File: src/sv/assert_macros.svh
// -----------------------------------------------------------------------------
// Assertion macros
// Concurrent assertion helpers shared by the RTL; compiled out by NO_ASSERTIONS.
// -----------------------------------------------------------------------------
`ifndef ASSERT_MACROS_SVH
`define ASSERT_MACROS_SVH

`ifndef NO_ASSERTIONS

// The expression must hold at every clock edge outside reset.
`define ASSERT_ALWAYS(label, clk, rst_n, expr) \
	label: assert property (@(posedge clk) disable iff (!rst_n) (expr)) \
		else $error("assertion failed");

// When the antecedent holds, the consequent must hold in the next cycle.
`define ASSERT_NEXT(label, clk, rst_n, ante, cons) \
	label: assert property (@(posedge clk) disable iff (!rst_n) (ante) |=> (cons)) \
		else $error("assertion failed");

`else

`define ASSERT_ALWAYS(label, clk, rst_n, expr)
`define ASSERT_NEXT(label, clk, rst_n, ante, cons)

`endif

`endif

File: src/sv/spq_pkg.sv
// -----------------------------------------------------------------------------
// Sorted priority queue package
// Sizes, command and status codes, and the cell control struct.
// -----------------------------------------------------------------------------
package spq_pkg;

	localparam int CAPACITY = 16;
	localparam int DATA_W   = 32;
	localparam int CNT_W    = $clog2(CAPACITY + 1);
	localparam int OCC_W    = 5;

	typedef enum logic {
		CMD_INSERT = 1'b0,
		CMD_DELETE = 1'b1
	} cmd_t;

	typedef enum logic [1:0] {
		ST_OK    = 2'd0,
		ST_EMPTY = 2'd1,
		ST_FULL  = 2'd2
	} status_t;

	typedef struct packed {
		logic ins;
		logic del;
	} cell_ctl_t;

endpackage

File: src/sv/spq_cell.sv
// -----------------------------------------------------------------------------
// Queue cell
// Holds one stored value; on insert it keeps, takes the new value or takes its
// left neighbor, and on delete it takes its right neighbor.
// -----------------------------------------------------------------------------
module spq_cell (
	input  logic                              clk,
	input  spq_pkg::cell_ctl_t                ctl,
	input  logic                              occupied,
	input  logic signed [spq_pkg::DATA_W-1:0] ins_value,
	input  logic                              left_gt,
	input  logic signed [spq_pkg::DATA_W-1:0] left_value,
	input  logic signed [spq_pkg::DATA_W-1:0] right_value,
	output logic signed [spq_pkg::DATA_W-1:0] value_q,
	output logic                              gt
);
	import spq_pkg::*;

	// An empty cell counts as greater than any value.
	assign gt = !occupied || (value_q > ins_value);

	always_ff @(posedge clk) begin
		if (ctl.ins && gt) begin
			value_q <= left_gt ? left_value : ins_value;
		end else if (ctl.del) begin
			value_q <= right_value;
		end
	end

endmodule

File: src/sv/sorted_priority_queue.sv
// -----------------------------------------------------------------------------
// Sorted priority queue
// Shift-register priority queue of signed values in ascending order.
//
//   channel | handshake            | fields
//   --------+----------------------+----------------------------------
//   in      | in_valid / in_stall  | cmd, value
//   out     | out_valid / out_stall| status, removed_value, occupancy
//
// Each accepted item is applied to all cells at once; they compare and shift in parallel.
// One result register plus one skid register sit on the output.
// The input stalls only while the skid register holds a result.
// Reset empties the queue at once; stored values need no clearing.
// -----------------------------------------------------------------------------
`include "assert_macros.svh"

module sorted_priority_queue (
	input  logic                              clk,
	input  logic                              arst_n,
	input  logic                              in_valid,
	output logic                              in_stall,
	input  logic                              cmd,
	input  logic signed [spq_pkg::DATA_W-1:0] value,
	output logic                              out_valid,
	input  logic                              out_stall,
	output logic [1:0]                        status,
	output logic signed [spq_pkg::DATA_W-1:0] removed_value,
	output logic [spq_pkg::OCC_W-1:0]         occupancy
);
	import spq_pkg::*;

	logic signed [DATA_W-1:0] cell_value [CAPACITY];
	logic                     cell_gt    [CAPACITY];
	cell_ctl_t                ctl;

	logic [CNT_W-1:0]         count_q;
	logic [CNT_W-1:0]         count_next;
	logic                     accept;
	logic                     is_full;
	logic                     is_empty;

	status_t                  res_status;
	logic signed [DATA_W-1:0] res_removed;

	logic                     out_valid_q;
	status_t                  out_status_q;
	logic signed [DATA_W-1:0] out_removed_q;
	logic [CNT_W-1:0]         out_count_q;
	logic                     skid_valid_q;
	status_t                  skid_status_q;
	logic signed [DATA_W-1:0] skid_removed_q;
	logic [CNT_W-1:0]         skid_count_q;
	logic                     out_take;

	logic                     empty_delete;
	logic                     full_insert;

	assign accept   = in_valid && !in_stall;
	assign is_full  = (count_q == CNT_W'(CAPACITY));
	assign is_empty = (count_q == '0);

	always_comb begin
		ctl.ins     = 1'b0;
		ctl.del     = 1'b0;
		res_status  = ST_OK;
		res_removed = '0;
		count_next  = count_q;
		if (cmd == CMD_INSERT) begin
			if (is_full) begin
				res_status = ST_FULL;
			end else begin
				ctl.ins    = accept;
				count_next = count_q + CNT_W'(1);
			end
		end else begin
			if (is_empty) begin
				res_status = ST_EMPTY;
			end else begin
				ctl.del     = accept;
				res_removed = cell_value[0];
				count_next  = count_q - CNT_W'(1);
			end
		end
	end

	for (genvar i = 0; i < CAPACITY; i++) begin : g_cell
		logic                     left_gt;
		logic signed [DATA_W-1:0] left_value;
		logic signed [DATA_W-1:0] right_value;

		if (i == 0) begin : g_head
			assign left_gt    = 1'b0;
			assign left_value = value;
		end else begin : g_body
			assign left_gt    = cell_gt[i-1];
			assign left_value = cell_value[i-1];
		end

		if (i == CAPACITY - 1) begin : g_tail
			assign right_value = cell_value[i];
		end else begin : g_inner
			assign right_value = cell_value[i+1];
		end

		spq_cell u_cell (
			.clk         (clk),
			.ctl         (ctl),
			.occupied    (CNT_W'(i) < count_q),
			.ins_value   (value),
			.left_gt     (left_gt),
			.left_value  (left_value),
			.right_value (right_value),
			.value_q     (cell_value[i]),
			.gt          (cell_gt[i])
		);
	end

	always_ff @(posedge clk or negedge arst_n) begin
		if (!arst_n) begin
			count_q <= '0;
		end else if (accept) begin
			count_q <= count_next;
		end
	end

	assign out_take = out_valid_q && !out_stall;

	always_ff @(posedge clk or negedge arst_n) begin
		if (!arst_n) begin
			out_valid_q  <= 1'b0;
			skid_valid_q <= 1'b0;
		end else if (skid_valid_q) begin
			if (out_take) begin
				out_valid_q  <= 1'b1;
				skid_valid_q <= 1'b0;
			end
		end else if (accept) begin
			if (!out_valid_q || out_take) begin
				out_valid_q <= 1'b1;
			end else begin
				skid_valid_q <= 1'b1;
			end
		end else if (out_take) begin
			out_valid_q <= 1'b0;
		end
	end

	always_ff @(posedge clk) begin
		if (skid_valid_q) begin
			if (out_take) begin
				out_status_q  <= skid_status_q;
				out_removed_q <= skid_removed_q;
				out_count_q   <= skid_count_q;
			end
		end else if (accept) begin
			if (!out_valid_q || out_take) begin
				out_status_q  <= res_status;
				out_removed_q <= res_removed;
				out_count_q   <= count_next;
			end else begin
				skid_status_q  <= res_status;
				skid_removed_q <= res_removed;
				skid_count_q   <= count_next;
			end
		end
	end

	assign in_stall      = skid_valid_q;
	assign out_valid     = out_valid_q;
	assign status        = out_status_q;
	assign removed_value = out_removed_q;
	assign occupancy     = OCC_W'(out_count_q);

	assign empty_delete = accept && (cmd == CMD_DELETE) && is_empty;
	assign full_insert  = accept && (cmd == CMD_INSERT) && is_full;

	`ASSERT_ALWAYS(a_skid_behind_out, clk, arst_n, !skid_valid_q || out_valid_q)
	`ASSERT_ALWAYS(a_count_bound, clk, arst_n, count_q <= CNT_W'(CAPACITY))
	`ASSERT_NEXT(a_empty_delete_keeps, clk, arst_n, empty_delete, count_q == '0)
	`ASSERT_NEXT(a_full_insert_keeps, clk, arst_n, full_insert, count_q == CNT_W'(CAPACITY))

endmodule
File: config.mk
export PLATFORM = sky130hd
export DESIGN_NAME = sorted_priority_queue
export DESIGN_NICKNAME = d
export VERILOG_FILES = /design/src/sv/spq_pkg.sv /design/src/sv/spq_cell.sv /design/src/sv/sorted_priority_queue.sv
export VERILOG_INCLUDE_DIRS = /design/src /design/src/sv
export SDC_FILE = /design/constraint.sdc
export NUM_CORES = 2
export LEC_CHECK = 0
export BUFFER_PORTS_ARGS = -buffer_cell sky130_fd_sc_hd__buf_4
export CAP_MARGIN = 20
export CORE_MARGIN = 2
export CORE_UTILIZATION = 58
export DETAILED_ROUTE_END_ITERATION = 8
export HOLD_SLACK_MARGIN = 0.15
export MAX_ROUTING_LAYER = met4
export PLACE_DENSITY_LB_ADDON = 0.2
export SLEW_MARGIN = 25
export SYNTH_ARGS = -nofsm -noshare
export SYNTH_HDL_FRONTEND = slang
export SYNTH_SLANG_ARGS = --single-unit
File: constraint.sdc
create_clock -name clk -period 4.6 [get_ports clk]
set_input_delay 0.46 -clock clk [delete_from_list [all_inputs] [get_ports clk]]
set_output_delay 0.46 -clock clk [all_outputs]
set_load 0.1 [all_outputs]
==> run_results.csv <==
group,metric,value,unit
floorplan,die_y,271,um
sta,rsz0062_at_grt,"false",
final_layout,final_core_util,65.0,%
place,portBuffers,77,
synthesis,synth_top_area_cell,"edfxtp_1",
clock_network,htreeDepth,3,
pwr,seqPwrFrac,36.7,%
pwr,total_leakage_power,19.2,nW
worst_setup_path,worstReg2RegEnd,"g_cell[15].u_cell.value_q[4]",
pwr,switching_share,40.0,%
worst_setup_path,crit_path_end_kind,"flip-flop",
pwr,pwr-share-comb,43.5,%
grt,grt.total_usage,30.3,%
sta,post-route-period-util,82.9,%
sta,max_slew_margin,33.5,%
worst_setup_path,worst-r2r-setup-slack,0.79,ns
worst_setup_path,crit_end,"g_cell[15].u_cell.value_q[4]",
worst_setup_path,path_max_fanout,22,
sta,maxSlewViolCount,0,
floorplan,dieArea,0.0735,mm^2
final_layout,drive_gt1_share,16.7,%
floorplan,rows,97,
pwr,switching_power,10.7,mW
synthesis,yosys.cell_types.count,64,
sta,fin_crit,3.81,ns
floorplan,die_w,271,um
synthesis,syn-cell-area,0.0414,mm^2
grt,grt_overflow,0,
routing,drcViolationCount,0,
worst_setup_path,path_class,"reg -> reg",
floorplan,ios,78,
final_layout,final_cell_mix,"590 x edfxtp_1, 515 x ha_1, 414 x a21oi_1",
clock_network,clockBufferDepth,3,
grt,use_met3,3.03,%
final_layout,antenna_cells,0,
clock_network,cts.reportedPaths.clkPinSlew,0.05,ns
clock_network,cts_inserted_buffers,70,
sta,finClkSkew,0.0240,ns
grt,grt_use_met1,39.8,%
worst_setup_path,r2r-start,"g_cell[15].u_cell.value_q[31]",
synthesis,synth_top_area_share,42.8,%
routing,drt_iter0_drc,2302,
grt,antenna_found_initial,0,
min_path,hold_path.class,"in -> reg",
routing,vias,30779,
final_layout,nets,4333,
place,place_congestion,0.925,
pwr,internal_power,16.1,mW
grt,grt_pass1_wl,172000,um
synthesis,synth_area_leaders,"edfxtp_1 43%, ha_1 16%, mux2i_1 8.7%, mux2_2 7.8%, a21oi_1 5.0%",
synthesis,synth_nets,4273,
worst_setup_path,start_kind,"flip-flop",
pwr,vdd_drop_max,0.465,mV
routing,wl,109000,um
synthesis,synthFlopType,"edfxtp_1",
synthesis,synth_warnings,0,
synthesis,yosysSeqAreaShare,43.2,%
sta,setup_viol,0,
worst_setup_path,startpoint,"g_cell[15].u_cell.value_q[31]",
routing,avgViaCountPerCell,6.46,
routing,first_pass_iters,6,
clock_network,cts_resized,0,
routing,wl_per_cell,22.9,um
final_layout,area.growth.synth_to_final,10.6,%
grt,grt_pass1_vias,30691,
clock_network,cts_tree,"done",
synthesis,synth-edff-count,590,
grt,grt_max_degree,90,
clock_network,cts_sinks,597,
run,maxCapViolCount,0,
synthesis,synth_seq_cells,597,
grt,top_usage_layer,"met2",
final_layout,layout_commonest_cell,"edfxtp_1",
clock_network,clk_latency,0.61,ns
clock_network,root_buffer,"clkbuf_16",
place,hpwl,81900,um
grt,use_met2,49.2,%
synthesis,syn_inst,3721,
sta,worst_pin_slew,0.997,ns
floorplan,initial_core_util,58.8,%
sta,fmax,262,MHz
worst_setup_path,reg2regPathDepth,8,
pwr,cellPowerDensity,584,mW/mm^2
run_status,status,"finished, final reports clean",
clock_network,postCtsSetupRepairBufs,0,
sta,hold_violations,0,
synthesis,postSynthAreaPerCell,11.1,um^2
worst_setup_path,required,4.86,ns
synthesis,synthArstFlopShare,1.17,%
sta,tns,0,ns
worst_setup_path,cp.arrival,4.07,ns
pwr,clockPowerShare,19.8,%
clock_network,cts_hold_buf,3,
floorplan,coreArea,0.0704,mm^2
routing,postRouteAntennaNets,0,
[Yosys cell counts, types with 4 or more instances]
cell type / instances
and3_1: 38
clkbuf_1: 163
buf_4: 12
buf_1: 5
nor4_1: 30
o21ai_1: 7
mux2i_1: 359
o221ai_1: 4
or3_1: 5
o21ai_0: 324
a2111o_1: 5
nor2_1: 87
nor3_1: 20
nand2_1: 248
and2_1: 4
a21o_1: 106
nand3b_1: 4
a2111oi_0: 6
a211oi_1: 12
o21a_1: 19
dfrtp_1: 7
a21oi_1: 417
a221oi_1: 12
mux2_2: 287
nand2b_1: 13
o211ai_1: 27
edfxtp_1: 590
a31oi_1: 36
and4_1: 6
buf_6: 6
nand3_1: 28
ha_1: 515
buf_2: 57
nand4_1: 113
nor2b_1: 19
o211a_1: 4
inv_1: 80
or2_2: 5
[logic make-up after synthesis]
| family | after synthesis | share of synthesized area (%) |
|---|---|---|
| buffers and inverters | 323 | 3.32 |
| DFF | 597 | 43.2 |
| adders and majority gates | 515 | 15.6 |
| muxes | 649 | 16.6 |
| and+or+nand+nor | 627 | 7.38 |
| AOI/OAI and AO/OA | 1007 | 13.9 |
| xor gates and xnor gates | 3 | 0.0635 |
[layout make-up]
| cell class | instances | area, um^2 |
|---|---|---|
| multi-input combinational | 2801 | 22400 |
| inverter | 80 | 300 |
| clock buffer | 84 | 1870 |
| fill | 5576 | 24600 |
| clock inverter | 35 | 208 |
| sequential | 597 | 17900 |
| timing repair buffer | 231 | 1970 |
| tap | 940 | 1180 |
[worst max-delay path, stage by stage, from the launching register on]
cell      delay, ns
edfxtp_1       0.45
ha_1           0.43
nand4_1        0.14
or2_2          0.35
nor4_1         0.69
o21ai_0        0.44
a41o_1         0.33
a211oi_4       0.25
buf_4          0.37
[layer usage]
| layer | vias up | share of wire [%] |
|---|---|---|
| met3 | 234 | 4.9 |
| met4 | 0 | 3.5 |
| met2 | 890 | 48 |
| li1 | 14515 | - |
| met1 | 15140 | 44 |
| met5 | - | 0 |
[power by group through the flow]
stage	clock, mW	combinational (mW)	sequential, mW
6_report	5.29	11.6	9.82
5_1_grt	5.56	12.7	9.99
4_1_cts	5.35	11.6	9.81
3_5_place_dp	0	11.5	9.90
3_3_place_gp	0	11.1	9.91
2_1_floorplan	0	7.66	10.5
[how the worst min path moves through the flow]
| stage | end | slack (ns) | cells after the start | startpoint |
|---|---|---|---|---|
| 6_report | out_valid | 0.19 | 3 | in_valid |
| 5_1_grt | out_valid | 0.20 | 3 | in_valid |
| 4_1_cts | out_valid | 0.17 | 3 | in_valid |
| 3_5_place_dp | out_valid | 0.28 | 1 | arst_n |
| 3_3_place_gp | in_stall | 0.28 | 1 | arst_n |
| 2_1_floorplan | count_q[0] | 0.16 | 0 | arst_n |
[state kept, by name (all words and copies together), names as in the netlist]
signal / count
count_q: 5
g_cell.u_cell.value_q: 512
in_stall: 1
occupancy: 5
out_valid: 1
removed_value: 32
skid_count_q: 5
skid_removed_q: 32
skid_status_q: 2
status: 2
[per-stage QoR]
stage / setup slack (ns) / cell area [um^2] / hold slack, ns / std cells / power, mW
floorplan: 0.108 / 41400 / 0.164 / 3721 / 18.2
global placement: 0.349 / 43700 / 0.280 / 4646 / 21.0
detailed placement: 0.327 / 43700 / 0.282 / 4646 / 21.4
CTS: 0.880 / 45800 / 0.168 / 4768 / 26.7
global route: 0.695 / 45800 / 0.201 / 4768 / 28.3
finish: 0.788 / 45800 / 0.194 / 4768 / 26.7
Note: power is estimated with default switching activity, not from simulation.
